--- config.mk ---
export PLATFORM = sky130hd
export DESIGN_NAME = tcw_ctrl
export DESIGN_NICKNAME = d
export VERILOG_FILES = /design/src/rtl/tcw_pkg.sv /design/src/rtl/tcw_ctrl.sv
export SDC_FILE = /design/constraint.sdc
export NUM_CORES = 1
export LEC_CHECK = 0
export BUFFER_PORTS_ARGS = -buffer_cell sky130_fd_sc_hd__buf_4
export CELL_PAD_IN_SITES_DETAIL_PLACEMENT = 1
export CELL_PAD_IN_SITES_GLOBAL_PLACEMENT = 2
export CORE_MARGIN = 4
export CORE_UTILIZATION = 21
export CTS_CLUSTER_DIAMETER = 120
export DETAILED_ROUTE_END_ITERATION = 10
export GPL_TIMING_DRIVEN = 0
export PLACE_DENSITY_LB_ADDON = 0.12
export SLEW_MARGIN = 25
export SYNTH_ARGS = -nofsm -noshare
export SYNTH_HDL_FRONTEND = slang
export SYNTH_SLANG_ARGS = --single-unit
export TNS_END_PERCENT = 1
--- constraint.sdc ---
create_clock -name clk -period 1.5 [get_ports clk]
set_input_delay 0.075 -clock clk [delete_from_list [all_inputs] [get_ports clk]]
set_output_delay 0.075 -clock clk [all_outputs]
set_load 0.005 [all_outputs]
--- src/rtl/tcw_pkg.sv ---
package tcw_pkg;

  // Screen geometry.
  localparam int COLUMNS = 80;
  localparam int ROWS    = 25;
  localparam int SCREEN  = COLUMNS * ROWS;
  localparam int STORE   = 2 * SCREEN;

  // Field widths of the transaction payloads.
  localparam int CMD_W  = 2;
  localparam int CHAR_W = 8;
  localparam int COL_W  = 7;
  localparam int ROW_W  = 5;
  localparam int LIN_W  = 11;
  localparam int BASE_W = 11;
  localparam int CELL_W = 2 * CHAR_W;

  // Cell store addressing and sweep counting.
  localparam int ADDR_W = $clog2(STORE);
  localparam int CNT_W  = $clog2(STORE + 1);

  // Offsets used by scrolling.
  localparam int BOTTOM   = (ROWS - 1) * COLUMNS;
  localparam int COPY_SRC = SCREEN + COLUMNS;
  localparam int COPY_LEN = (ROWS - 1) * COLUMNS;

  // Command codes.
  localparam logic [CMD_W-1:0] CMD_PUT    = 2'd0;
  localparam logic [CMD_W-1:0] CMD_SETCUR = 2'd1;
  localparam logic [CMD_W-1:0] CMD_CLEAR  = 2'd2;
  localparam logic [CMD_W-1:0] CMD_READ   = 2'd3;

  // Character codes with special handling.
  localparam logic [CHAR_W-1:0] CH_BS    = 8'h08;
  localparam logic [CHAR_W-1:0] CH_TAB   = 8'h09;
  localparam logic [CHAR_W-1:0] CH_LF    = 8'h0A;
  localparam logic [CHAR_W-1:0] CH_CR    = 8'h0D;
  localparam logic [CHAR_W-1:0] CH_ESC   = 8'h1B;
  localparam logic [CHAR_W-1:0] CH_SPACE = 8'h20;

  localparam logic [CHAR_W-1:0] ATTR_RESET = 8'h07;

  typedef struct packed {
    logic [CMD_W-1:0]  cmd;
    logic [CHAR_W-1:0] char_code;
    logic [COL_W-1:0]  col;
    logic [ROW_W-1:0]  row;
  } in_item_t;

  typedef struct packed {
    logic [COL_W-1:0]  cursor_col;
    logic [ROW_W-1:0]  cursor_row;
    logic [LIN_W-1:0]  cursor_linear;
    logic [BASE_W-1:0] view_base;
    logic [CHAR_W-1:0] read_char;
    logic [CHAR_W-1:0] read_attr;
  } out_item_t;

  // Follow-up work that an accepted command needs.
  typedef enum logic [1:0] {
    WORK_NONE,
    WORK_BS,
    WORK_COPY,
    WORK_BLANK
  } work_t;

  typedef enum logic [2:0] {
    ST_INIT,
    ST_IDLE,
    ST_BS,
    ST_COPY,
    ST_COPY_TAIL,
    ST_BLANK,
    ST_DONE
  } state_t;

  // Commands from the controller to the datapath.
  typedef struct packed {
    logic accept;
    logic bs_wr;
    logic copy_step;
    logic blank_step;
    logic init_step;
    logic out_load;
  } ctl_t;

  // Status from the datapath to the controller.
  typedef struct packed {
    work_t work;
    logic  last;
    logic  out_free;
  } stat_t;

  // Cell offset of the first cell of a 1-based row.
  function automatic logic [ADDR_W-1:0] row_offset(input logic [ROW_W-1:0] y);
    logic [ADDR_W-1:0] r;
    r = ADDR_W'(y - ROW_W'(1));
    return ADDR_W'(r * ADDR_W'(COLUMNS));
  endfunction

  // Store address of a 1-based cell inside the window.
  function automatic logic [ADDR_W-1:0] cell_addr(input logic [BASE_W-1:0] base,
                                                  input logic [COL_W-1:0]  x,
                                                  input logic [ROW_W-1:0]  y);
    return ADDR_W'(base) + row_offset(y) + ADDR_W'(x - COL_W'(1));
  endfunction

endpackage

--- src/rtl/tcw_ctrl.sv ---
module tcw_ctrl import tcw_pkg::*; (
  input  logic  clk,
  input  logic  rst,
  input  logic  in_valid,
  output logic  in_stall,
  input  stat_t stat,
  output ctl_t  ctl
);

  state_t state;
  state_t state_next;

  // State register.
  always_ff @(posedge clk) begin
    if (rst) begin
      state <= ST_INIT;
    end else begin
      state <= state_next;
    end
  end

  // Next state and commands.
  always_comb begin
    state_next = state;
    ctl        = '0;
    in_stall   = 1'b1;
    unique case (state)
      ST_INIT: begin
        ctl.init_step = 1'b1;
        if (stat.last) begin
          state_next = ST_IDLE;
        end
      end
      ST_IDLE: begin
        in_stall = 1'b0;
        if (in_valid) begin
          ctl.accept = 1'b1;
          unique case (stat.work)
            WORK_NONE:  state_next = ST_DONE;
            WORK_BS:    state_next = ST_BS;
            WORK_COPY:  state_next = ST_COPY;
            WORK_BLANK: state_next = ST_BLANK;
            default:    state_next = ST_DONE;
          endcase
        end
      end
      ST_BS: begin
        ctl.bs_wr  = 1'b1;
        state_next = ST_DONE;
      end
      ST_COPY: begin
        ctl.copy_step = 1'b1;
        if (stat.last) begin
          state_next = ST_COPY_TAIL;
        end
      end
      // The last copied cell is written back during this cycle.
      ST_COPY_TAIL: begin
        state_next = ST_BLANK;
      end
      ST_BLANK: begin
        ctl.blank_step = 1'b1;
        if (stat.last) begin
          state_next = ST_DONE;
        end
      end
      ST_DONE: begin
        if (stat.out_free) begin
          ctl.out_load = 1'b1;
          state_next   = ST_IDLE;
        end
      end
      default: begin
        state_next = ST_INIT;
      end
    endcase
  end

endmodule

Yosys cells after proc, flatten, opt, wreduce, memory -nomap -nowiden:

Index checks and enable logic that the tools add are counted.

* input bits: 7
* flip-flop bits (word level): 3
* logic and storage cells: 34

* eq/ne operators: 14
* reductions and logical operators: 3
* muxes and demuxes: 16

Operator list (number)
* 3-bit case mux with 7 select lines: 1
* 3-bit two-way mux: 5
* 3-bit case mux with 4 select lines: 1
* 2-bit inequality test, second input constant: 5
* 3-bit equality test, second input constant: 3
* 1-bit two-way mux: 9
* 3-bit by 2-bit equality test with 1-bit output, second input constant: 2
* 5-bit AND reduction: 1
* 2-bit equality test, second input constant: 2
* 3-bit by 1-bit equality test with 1-bit output, second input constant: 1
* 3-bit logical NOT: 1
* 2-bit by 1-bit equality test with 1-bit output, second input constant: 1
* 2-bit logical NOT: 1

Longest topological paths before layout:

* word-level depth: 4
* gate-level depth with buffers: 5
* depth with buffers taken out: 5

Worst setup path after synthesis:

No wires, ideal clock.

* kind: reg2reg
* start point: register state[2]
* end point: register state[1]
* arrival time: 1046 ps
* clock period less this slack: 1115 ps
* stages on the path, launching flop included: 4
* slack: 385 ps
* required time: 1430 ps
* buffers on the path: 0
* cells stage by stage: dfxtp_1 > or3b_1 > a211o_1 > a21oi_1

* word-level cells in the longest chain between the ends: 3
* elaborated cells on any way between the ends: 14
* classes of those cells: 11 x eq/ne; 1 x mux; 2 x reduce/logical

Ends and longest elaborated chain
* from (decl): RTL line tcw_ctrl.sv:10 `state_t state;`
* from (signal assigned): RTL line tcw_ctrl.sv:18 `state <= state_next;`
* 3-bit by 2-bit equality test with 1-bit output (tied with other cells): RTL line tcw_ctrl.sv:27 `unique case (state)`
* 2-bit inequality test (no source line)
* 5-bit AND reduction (no source line)

Parallel ways exist; a longest one is shown, timed or not.
A chain may end at the register's enable or synchronous reset.

==> impl_metrics.env <==
export IMPL_ir_drop_mv=0.480
export IMPL_final_max_slew_viol_count=0
export IMPL_seqPwrFrac_pct=22.8
export IMPL_floorplan_rows=13
export IMPL_hold_violations=0
export IMPL_post_cts_repair_timing_setup_buffer_count=0
export IMPL_wirelength_um=925
export IMPL_largest_registers="state: 3 flops"
export IMPL_grt_util_all_layers_pct=10.6
export IMPL_detailroute_via_count=351
export IMPL_worst_r2r_path_depth=3
export IMPL_p_switching_uw=165
export IMPL_synthMuxAreaShare_pct=0
export IMPL_htree_num_levels=1
export IMPL_max_freq_mhz=789
export IMPL_worst_path_max_fanout=10
export IMPL_cts_root_buf="sky130_fd_sc_hd__clkbuf_4"
export IMPL_die_height_um=46.8
export IMPL_route_detailed_drc=0
export IMPL_top_register="state"
export IMPL_start_kind="register"
export IMPL_clockPowerShare_pct=30.3
export IMPL_grt_antenna_before_repair=0
export IMPL_hold_buffers=0
export IMPL_synth_avg_cell_area_um2=7.19
export IMPL_postSynthNetCount=54
export IMPL_globalplace_congestion=0.715
export IMPL_main_combinational_cell_family_by_area_after_synthesis="simple AND/OR/NAND/NOR gates"
export IMPL_grt_pass1_vias=379
export IMPL_grt_first_pass_wirelength_um=1610
export IMPL_portBuffers=13
export IMPL_count_of_cells_along_the_worst_hold_path=2
export IMPL_floorplan_core_area_um2=1370
export IMPL_status="complete, no violations"
export IMPL_synth_compound_area_share_pct=22.9
export IMPL_cts_tree="yes"
export IMPL_ys_seq_area_share_pct=19.0
export IMPL_synthesis_yosys_warnings=0
export IMPL_floorplan_io_pins=14
export IMPL_final_cell_count_no_fill=76
export IMPL_floorplan_die_area_um2=2190
export IMPL_crit_arrival_ns=1.19
export IMPL_routed_via_density=4.62
export IMPL_intPower_uw=312
export IMPL_cts_buffer_depth=2
export IMPL_worst_slew_margin_rel_pct=77.4
export IMPL_postCtsResizedCells=0
export IMPL_setup_tns_ns=0
export IMPL_total_leakage_power_nw=0.219
export IMPL_synth_xor_area_share_pct=0
export IMPL_maxCapViolations=0
export IMPL_worst_slew_pin_transition_ns=0.334
export IMPL_period_minus_slack_ns=1.27
export IMPL_finish_net_count=72
export IMPL_cell_area_synth_um2=317
export IMPL_critical_path_endpoint_type="output port"
export IMPL_layout_worst_path_cycle_share_pct=84.5
export IMPL_drive_gt1_share_pct=32.8
export IMPL_cts_buffers_inserted=3
export IMPL_layout_cells_most_common_list="sky130_fd_sc_hd__buf_4 (15), sky130_fd_sc_hd__nand2_1 (4), sky130_fd_sc_hd__nor2_1 (4)"
export IMPL_power_share_combinational_pct=47.0
export IMPL_floorplan_die_width_um=46.8
export IMPL_half_perimeter_wire_length_of_the_detailed_placement_result_um=713
export IMPL_initial_core_util_pct=23.2
export IMPL_flow_area_growth_from_synthesis_pct=45.1
export IMPL_min_path_type="input pin to register"
export IMPL_place_inst=72
export IMPL_grt_setup_unrepaired="false"
export IMPL_netlist_cell_type_count=22
export IMPL_switching_share_pct=34.6
export IMPL_synth_simple_area_share_pct=36.4
export IMPL_initialDrtViolationCount=6
export IMPL_most_common_cell_after_layout_fill_and_taps_aside="sky130_fd_sc_hd__buf_4"
export IMPL_yosys_register_bits=3
export IMPL_maximum_number_of_pins_on_one_net_before_global_route_repair=11
export IMPL_largest_register_ff_count=3
export IMPL_report_power_total_uw=477
export IMPL_clock_skew_ns=0.00280
export IMPL_synth_fa_ha_area_share_pct=11.9
export IMPL_diodes=0
export IMPL_insertion_delay_ns=0.23
export IMPL_timing_critical_path_required_ns=1.42
export IMPL_clock_sink_count=3
export IMPL_number_of_detailed_routing_iterations_run_before_antenna_repair=3
export IMPL_global_route_overflow_total=0
export IMPL_path_clk_slew_ns=0.04
export IMPL_netlist_instances=44
export IMPL_final_core_utilization_pct=33.6
export IMPL_drt_antenna_violating_nets=0
export IMPL_setup_worst_path_class="register to output port"
export IMPL_routed_wire_length_per_instance_um=12.2
export IMPL_power_per_cell_area_nw_per_um2=1040
export IMPL_setup_violations_final=0
## through the flow
step                instance area (µm²)  hold slack (ns)  worst slack, ns
CTS                                 459          0.00944            0.218
detailed placement                  433            0.263            0.288
global placement                    433            0.266            0.268
finish                              459           0.0203            0.233
global route                        459           0.0132            0.109
floorplan                           317            0.144            0.385
## worst paths after layout
check | startpoint | end | slack, ns
max | state[2] | ctl[0] | 0.23
min | rst | state[1] | 0.02
max reg2reg | state[2] | state[1] | 0.32
min reg2reg | state[1] | state[1] | 0.70
## metal layers
layer	GRT usage [%]	share of wire (%)	wire length, µm
met1	12.9	49	450
met2	16.0	47	436
met3	5.75	4.0	37
met4	3.31	0	0
met5	0	0	0
## worst max-delay path, stage by stage (launching register included)
cell and delay, ns:
sky130_fd_sc_hd__dfxtp_1 0.37, sky130_fd_sc_hd__buf_4 0.19, sky130_fd_sc_hd__nand2_1 0.08, sky130_fd_sc_hd__nor3b_1 0.18, sky130_fd_sc_hd__buf_4 0.14
## layout make-up
| class | instances | area [µm²] |
|---|---|---|
| timing repair buffer | 13 | 97.6 |
| buffer | 3 | 20.0 |
| inverter | 3 | 11.3 |
| fill | 182 | 907 |
| sequential | 3 | 60.1 |
| multi-input combinational | 35 | 225 |
| tap | 15 | 18.8 |
| clock buffer | 4 | 26.3 |
## synth_stat cells
cell type / number / area (µm²)
sky130_fd_sc_hd__a211o_1: 1 / 8.76
sky130_fd_sc_hd__o311ai_0: 1 / 8.76
sky130_fd_sc_hd__a22oi_1: 1 / 7.51
sky130_fd_sc_hd__and2_1: 2 / 12.5
sky130_fd_sc_hd__ha_1: 3 / 37.5
sky130_fd_sc_hd__nor3b_1: 2 / 15.0
sky130_fd_sc_hd__a31oi_1: 2 / 12.5
sky130_fd_sc_hd__nor2_1: 4 / 15.0
sky130_fd_sc_hd__or3b_1: 1 / 8.76
sky130_fd_sc_hd__nor2b_1: 3 / 18.8
sky130_fd_sc_hd__buf_2: 1 / 5.00
sky130_fd_sc_hd__buf_4: 2 / 15.0
sky130_fd_sc_hd__o21ai_0: 1 / 5.00
sky130_fd_sc_hd__dfxtp_1: 3 / 60.1
sky130_fd_sc_hd__inv_1: 3 / 11.3
sky130_fd_sc_hd__nor3_1: 1 / 5.00
sky130_fd_sc_hd__o21bai_1: 1 / 7.51
sky130_fd_sc_hd__a21o_1: 1 / 7.51
sky130_fd_sc_hd__nand2b_1: 3 / 18.8
sky130_fd_sc_hd__a21oi_1: 3 / 15.0
sky130_fd_sc_hd__or2_2: 1 / 6.26
sky130_fd_sc_hd__nand2_1: 4 / 15.0
## power groups by stage
stage	sequential (mW)	clock, mW	combinational, mW
5_1_grt	0.111	0.167	0.255
4_1_cts	0.109	0.153	0.229
3_3_place_gp	0.109	0	0.229
6_report	0.109	0.144	0.224
2_1_floorplan	0.105	0	0.138
3_5_place_dp	0.109	0	0.228
## cells by family (layout without fill, tap and decap cells)
group,Yosys count,in the layout
adder cells (fa/ha/maj),3,3
AND/OR/NAND/NOR,21,21
AO/OA/AOI/OAI,11,11
buffers and inverters,6,23
flip-flops,3,3
(Power assumes the default switching activity.)
